$ cat src/sv/assert_macros.svh
// Assertion macros shared by the root finder RTL.
// Depends on nothing; users must have clk and arst_n in scope.
`ifndef ASSERT_MACROS_SVH
`define ASSERT_MACROS_SVH

// Same-cycle implication, disabled while reset is asserted.
`define PRF_ASSERT_IMP(lbl, ante, cons, msg) \
	lbl: assert property (@(posedge clk) disable iff (!arst_n) (ante) |-> (cons)) \
		else $error(msg);

// Next-cycle implication, disabled while reset is asserted.
`define PRF_ASSERT_NXT(lbl, ante, cons, msg) \
	lbl: assert property (@(posedge clk) disable iff (!arst_n) (ante) |=> (cons)) \
		else $error(msg);

`endif

$ cat src/sv/prf_pkg.sv
// Package of the polynomial root finder: sizes, register codes, states and
// the command and status structs between controller and datapath.
// Depends on nothing.
package prf_pkg;

	localparam int MAX_DEGREE = 8;
	localparam int NCOEF      = MAX_DEGREE + 1;
	localparam int CIDX_W     = $clog2(NCOEF);
	localparam int RIDX_W     = (MAX_DEGREE > 1) ? $clog2(MAX_DEGREE) : 1;
	localparam int CNT_W      = $clog2(MAX_DEGREE + 3);
	localparam int DIV_STEPS  = 72;
	localparam int DIVC_W     = $clog2(DIV_STEPS);

	localparam logic signed [31:0] ROOT_MIN_RST = -32'sd184549376;
	localparam logic signed [31:0] ROOT_MAX_RST = 32'sd184549376;
	localparam logic [20:0]        TOL_RST      = 21'd1;

	typedef enum logic [1:0] {
		CFG_ROOT_MIN  = 2'd0,
		CFG_ROOT_MAX  = 2'd1,
		CFG_TOLERANCE = 2'd2
	} cfg_reg_t;

	typedef enum logic [4:0] {
		ST_LOAD,
		ST_CHECK,
		ST_ERR,
		ST_COPY,
		ST_SCALE,
		ST_DIV_INIT,
		ST_DIV,
		ST_DIV_END,
		ST_B_LEFT,
		ST_B_RIGHT,
		ST_E_START,
		ST_E_MLO,
		ST_E_MHI,
		ST_E_MAG,
		ST_E_ADD,
		ST_B_DECIDE,
		ST_B_TEST,
		ST_LVL_END,
		ST_EMIT
	} prf_state_t;

	typedef struct packed {
		logic              load;
		logic              clr_cnt;
		logic              copy_d;
		logic              scale;
		logic              div_init;
		logic              div_step;
		logic              div_end;
		logic              ld_left;
		logic              ld_right;
		logic              first;
		logic              last;
		logic              x_mid;
		logic              acc_init;
		logic              mul_lo;
		logic              mul_hi;
		logic              mag;
		logic              acc_add;
		logic              dec_init;
		logic              dec_upd;
		logic              wr_cur;
		logic              lvl_end;
		logic              out_err;
		logic [CIDX_W-1:0] didx;
		logic [CIDX_W-1:0] factor;
		logic [RIDX_W-1:0] ridx;
	} prf_cmd_t;

	typedef struct packed {
		logic [CNT_W-1:0] cnt;
		logic             lead_zero;
		logic             brk_done;
	} prf_stat_t;

endpackage

$ cat src/sv/prf_ctrl.sv
// Controller of the root finder: sequences loading, derivative building,
// the linear division, bisection with Horner evaluation and result output.
// Depends on prf_pkg.
module prf_ctrl import prf_pkg::*; (
	input  logic      clk,
	input  logic      arst_n,
	input  logic      in_valid,
	input  logic      in_last,
	output logic      in_ready,
	output logic      out_valid,
	output logic      out_last,
	output logic      out_bad,
	input  logic      out_ready,
	input  prf_stat_t stat,
	output prf_cmd_t  cmd
);

	prf_state_t        state_q, state_d;
	logic [CIDX_W-1:0] n_q, n_d, k_q, k_d, deg_q, deg_d, bi_q, bi_d, hi_q, hi_d;
	logic [RIDX_W-1:0] ri_q, ri_d;
	logic [DIVC_W-1:0] it_q, it_d;
	logic              init_q, init_d;
	logic [CIDX_W-1:0] ri_ext;
	logic              bad;

	// State and loop counters.
	always_ff @(posedge clk or negedge arst_n) begin
		if (!arst_n) begin
			state_q <= ST_LOAD;
			n_q     <= '0;
			k_q     <= '0;
			deg_q   <= '0;
			bi_q    <= '0;
			hi_q    <= '0;
			ri_q    <= '0;
			it_q    <= '0;
			init_q  <= 1'b0;
		end else begin
			state_q <= state_d;
			n_q     <= n_d;
			k_q     <= k_d;
			deg_q   <= deg_d;
			bi_q    <= bi_d;
			hi_q    <= hi_d;
			ri_q    <= ri_d;
			it_q    <= it_d;
			init_q  <= init_d;
		end
	end

	// Next state, counters and datapath commands.
	always_comb begin
		state_d   = state_q;
		n_d       = n_q;
		k_d       = k_q;
		deg_d     = deg_q;
		bi_d      = bi_q;
		hi_d      = hi_q;
		ri_d      = ri_q;
		it_d      = it_q;
		init_d    = init_q;
		cmd       = '0;
		cmd.ridx  = ri_q;
		cmd.didx  = bi_q;
		in_ready  = 1'b0;
		out_valid = 1'b0;
		out_last  = 1'b0;
		out_bad   = 1'b0;
		ri_ext    = CIDX_W'(ri_q);
		bad       = (stat.cnt < CNT_W'(2)) || (stat.cnt > CNT_W'(NCOEF)) || stat.lead_zero;

		case (state_q)
			ST_LOAD: begin
				in_ready = 1'b1;
				cmd.load = in_valid;
				if (in_valid && in_last) begin
					state_d = ST_CHECK;
				end
			end
			ST_CHECK: begin
				cmd.clr_cnt = 1'b1;
				n_d         = CIDX_W'(stat.cnt - CNT_W'(1));
				k_d         = CIDX_W'(1);
				state_d     = bad ? ST_ERR : ST_COPY;
			end
			ST_ERR: begin
				out_valid   = 1'b1;
				out_last    = 1'b1;
				out_bad     = 1'b1;
				cmd.out_err = 1'b1;
				if (out_ready) begin
					state_d = ST_LOAD;
				end
			end
			ST_COPY: begin
				cmd.copy_d = 1'b1;
				deg_d      = n_q;
				bi_d       = '0;
				ri_d       = '0;
				if (n_q != k_q) begin
					state_d = ST_SCALE;
				end else begin
					state_d = (k_q == CIDX_W'(1)) ? ST_DIV_INIT : ST_B_LEFT;
				end
			end
			// One coefficient of the current derivative pass per cycle.
			ST_SCALE: begin
				cmd.scale  = 1'b1;
				cmd.factor = deg_q - bi_q;
				if (bi_q == deg_q - CIDX_W'(1)) begin
					bi_d  = '0;
					deg_d = deg_q - CIDX_W'(1);
					if (deg_q - CIDX_W'(1) == k_q) begin
						state_d = (k_q == CIDX_W'(1)) ? ST_DIV_INIT : ST_B_LEFT;
					end
				end else begin
					bi_d = bi_q + CIDX_W'(1);
				end
			end
			ST_DIV_INIT: begin
				cmd.div_init = 1'b1;
				it_d         = '0;
				state_d      = ST_DIV;
			end
			ST_DIV: begin
				cmd.div_step = 1'b1;
				if (it_q == DIVC_W'(DIV_STEPS - 1)) begin
					state_d = ST_DIV_END;
				end else begin
					it_d = it_q + DIVC_W'(1);
				end
			end
			ST_DIV_END: begin
				cmd.div_end = 1'b1;
				ri_d        = '0;
				if (n_q == CIDX_W'(1)) begin
					state_d = ST_EMIT;
				end else begin
					k_d     = CIDX_W'(2);
					state_d = ST_COPY;
				end
			end
			ST_B_LEFT: begin
				cmd.ld_left = 1'b1;
				cmd.first   = (ri_q == '0);
				cmd.ridx    = ri_q - RIDX_W'(1);
				init_d      = 1'b1;
				state_d     = ST_B_RIGHT;
			end
			ST_B_RIGHT: begin
				cmd.ld_right = 1'b1;
				cmd.last     = (ri_ext == k_q - CIDX_W'(1));
				state_d      = ST_E_START;
			end
			// Horner evaluation at x over the current level's coefficients.
			ST_E_START: begin
				cmd.acc_init = 1'b1;
				hi_d         = CIDX_W'(1);
				state_d      = ST_E_MLO;
			end
			ST_E_MLO: begin
				cmd.mul_lo = 1'b1;
				state_d    = ST_E_MHI;
			end
			ST_E_MHI: begin
				cmd.mul_hi = 1'b1;
				state_d    = ST_E_MAG;
			end
			ST_E_MAG: begin
				cmd.mag = 1'b1;
				state_d = ST_E_ADD;
			end
			ST_E_ADD: begin
				cmd.acc_add = 1'b1;
				cmd.didx    = hi_q;
				if (hi_q == k_q) begin
					state_d = ST_B_DECIDE;
				end else begin
					hi_d    = hi_q + CIDX_W'(1);
					state_d = ST_E_MLO;
				end
			end
			ST_B_DECIDE: begin
				cmd.dec_init = init_q;
				cmd.dec_upd  = !init_q;
				init_d       = 1'b0;
				state_d      = ST_B_TEST;
			end
			ST_B_TEST: begin
				if (stat.brk_done) begin
					cmd.wr_cur = 1'b1;
					if (ri_ext == k_q - CIDX_W'(1)) begin
						state_d = ST_LVL_END;
					end else begin
						ri_d    = ri_q + RIDX_W'(1);
						state_d = ST_B_LEFT;
					end
				end else begin
					cmd.x_mid = 1'b1;
					state_d   = ST_E_START;
				end
			end
			ST_LVL_END: begin
				cmd.lvl_end = 1'b1;
				ri_d        = '0;
				if (k_q == n_q) begin
					state_d = ST_EMIT;
				end else begin
					k_d     = k_q + CIDX_W'(1);
					state_d = ST_COPY;
				end
			end
			ST_EMIT: begin
				out_valid = 1'b1;
				out_last  = (ri_ext == n_q - CIDX_W'(1));
				if (out_ready) begin
					if (out_last) begin
						state_d = ST_LOAD;
					end else begin
						ri_d = ri_q + RIDX_W'(1);
					end
				end
			end
			default: begin
				state_d = ST_LOAD;
			end
		endcase
	end

endmodule

$ cat config.mk
export PLATFORM = sky130hd
export DESIGN_NAME = prf_ctrl
export DESIGN_NICKNAME = d
export VERILOG_FILES = /design/src/sv/assert_macros.svh /design/src/sv/prf_pkg.sv /design/src/sv/prf_ctrl.sv
export SDC_FILE = /design/constraint.sdc
export NUM_CORES = 1
export LEC_CHECK = 0
export ABC_CLOCK_PERIOD_IN_PS = 4750
export BUFFER_PORTS_ARGS = -buffer_cell sky130_fd_sc_hd__buf_2
export CORE_ASPECT_RATIO = 1.5
export CORE_MARGIN = 2
export CORE_UTILIZATION = 60
export DETAILED_ROUTE_END_ITERATION = 10
export PLACE_DENSITY = 0.84
export SLEW_MARGIN = 20
export SYNTH_ARGS = -nofsm -noshare
export SYNTH_HDL_FRONTEND = slang
export SYNTH_SLANG_ARGS = --single-unit
$ cat constraint.sdc
create_clock -name clk -period 4.75 [get_ports clk]
set_input_delay 0.475 -clock clk [delete_from_list [all_inputs] [get_ports clk]]
set_output_delay 0.475 -clock clk [all_outputs]
set_load 0.005 [all_outputs]
==> reports/metrics.cfg <==
[worst_setup_path]
cp_max_fo = 12
required_ns = 4.28
cp.arrival_ns = 2.50
cp-end-kind = primary output
crit_path_start_kind = flop
ff2ff_setup_slack_ns = 2.25
criticalPathCategory = reg -> out

[cells_and_area]
num-fill-cells = 434
drive_gt1_frac = 0.175
nNetsFinal = 433
area_delta_synth_final_pct = 11.2
regArea_um2 = 901
multi_input_area_um2 = 1980
n_antenna_cell = 0

[timing]
fmax_ghz = 0.336
rsz0062_at_grt = no
fin_crit_ns = 2.97
worst_slew_margin_rel = 0.439
finalWorstSetupSlack_ns = 1.78
hold_violations = 0
fin_skew_ns = 0.00562
setup_viol_count_final = 0
tightest_slew_ns = 0.841
slew_violations = 0
fin_crit_sh = 0.626
timing.setup.tns_ns = 0

[placed_design]
dp_slack_ns = 2.13
io_buffers = 47
gp_congestion = 0.886
dp_hpwl_um = 5580

[global_routing]
gr-total-overflow = 0
grt_pass1_vias = 2718
antenna_found_initial = 0
grt_pass1_wl_um = 12500
grt_max_degree = 37
grt_usage = 0.269

[logic_synthesis]
ys_ff_latch = 36
synth_edf_count = 0
avgSynthCellArea_um2 = 8.33
synth_ff_type = dfrtp_1
yosysTopAreaCell = dfrtp_1
syn_inst = 368
yosys_warnings = 0
synthesis.area_um2 = 3070
yosys-top-cells-count = 44 x nor2_1, 36 x dfrtp_1, 27 x nand2_1
syn_nets = 397
yosysUniqueCellTypes = 70
ys_seq_area_frac = 0.294
yosysMostFrequentCell = nor2_1
synth_area_leaders = dfrtp_1 29%, ha_1 6.9%, nor2_1 5.4%
async_reset_ff_frac = 1.00
synth_top_area_share = 0.294

[outcome]
outcome = completed

[clocking]
clk_pin_slew_ns = 0.08
root_buffer = clkbuf_8
holdBufCountCts = 0
numCtsBuffers = 5
clock_latency_ns = 0.29
cts_max_path_buffers = 2
tritoncts = done
cts_setup_buffers = 0
h-tree-depth = 2
cts.sinks = 36
cts.repair.resized = 0

[drt]
via_per_inst = 6.01
vias = 2833
wirelength_um = 7420
routedWlPerCell_um = 15.8
dr.pass1.iters = 6
final_antenna_net_count = 0
post-route-drc-count = 0
dr.first_iter.drc_count = 233

[power_and_ir_drop]
p_leak_uw = 0.00164
irDropWorstVdd_mv = 0.341
p_switching_uw = 1100
power_density_nw_per_um2 = 655
power_uw = 2230
p_seq_frac = 0.302
power_frac_comb = 0.575
clkPwrFrac = 0.123
p_int_uw = 1130
switching_share = 0.492

[hold_path]
hold_path.class = in -> async

[floorplan]
core_area_um2 = 4890
boundaryPins = 48
row_count = 31
fp.dieW_um = 62.4
die-area_um2 = 5710
initial_core_util = 0.627
die_y_um = 91.6

[flow_run]
drv_cap = 0

layout make-up:
cell class,count,area share
Clock buffer,6,0.0213
Clock inverter,2,0.0103
Timing Repair Buffer,47,0.0690
Tap cell,66,0.0242
Sequential cell,36,0.264
Inverter,27,0.0312
Multi-Input combinational cell,287,0.580
cell usage in the layout, fill, tap and decap left out, drive strengths merged, types with 3 or more instances in the layout:
cell    netlist  layout
xor2         19      19
nor2         44      44
nand4         8       8
nand2        27      27
and2          6       6
buf           8      47
o211ai        3       3
mux2          5       5
o22a          3       3
a41oi         3       3
nor2b         3       3
inv          26      26
xnor2        18      18
nand3        12      12
nand2b        6       6
o21ai        23      23
and3          5       5
nor4b         3       3
a211oi        3       3
a31oi         7       7
nor3          9       9
dfrtp        36      36
ha           17      17
clkbuf       10       6
a21oi        21      21
mux2i         3       3
cell families after synthesis:
logic type                 Yosys count  share of synthesized area
DFF                                 36                      0.294
buffers and inverters               45                     0.0612
xor gates and xnor gates            37                      0.111
adders and majority gates           18                     0.0759
muxes                                8                     0.0294
AOI/OAI and AO/OA                   89                      0.195
and+or+nand+nor                    135                      0.234
worst max-delay path, cell delays in order (launching register included):
cell	delay [ns]
dfrtp_1	0.60
inv_1	0.12
ha_1	0.24
xor2_1	0.17
or4b_1	0.55
a21o_1	0.25
nor3_1	0.15
buf_2	0.14
metrics by stage:
stage	hold WS, ns	util	cells	instance area (um^2)
2_1_floorplan	0.179	-	368	3070
3_3_place_gp	0.494	0.676	463	3300
3_5_place_dp	0.511	0.676	463	3300
4_1_cts	0.312	0.698	471	3410
5_1_grt	0.356	0.698	471	3410
6_report	0.283	0.698	471	3410
state kept, by name (all words and copies together), names as in the netlist:
name	flops
bi_q	4
deg_q	4
hi_q	4
init_q	1
it_q	7
k_q	4
n_q	4
ri_q	3
state_q	5
worst paths after layout:
path | startpoint | to | depth (start not counted)
max in group asynchronous | arst_n | k_q[1]$_DFFE_PN0P_ | 1
setup reg to reg | k_q[0]$_DFFE_PN0P_ | ri_q[0]$_DFFE_PN0P_ | 7
hold reg to reg | it_q[5]$_DFFE_PN0P_ | it_q[5]$_DFFE_PN0P_ | 1
min in group clk | stat[2] | n_q[0]$_DFFE_PN0P_ | 2
setup / recovery | k_q[0]$_DFFE_PN0P_ | cmd[22] | 7
hold / removal | arst_n | it_q[0]$_DFFE_PN0P_ | 1
power by group through the flow:
stage	Clock (uW)	Combinational [uW]	Sequential (uW)
floorplan	0	1080	542
global placement	0	1230	666
detailed placement	0	1270	675
CTS	277	1280	668
global route	288	1430	698
finish	275	1280	674
routing by layer:
layer	part of all wire	GRT usage	routed length, um
met1	0.40	0.313	2970
met5	0	0	0
met4	0.031	0.124	227
met2	0.52	0.486	3870
met3	0.048	0.0384	357
Note: power is estimated with default switching activity, not from simulation.
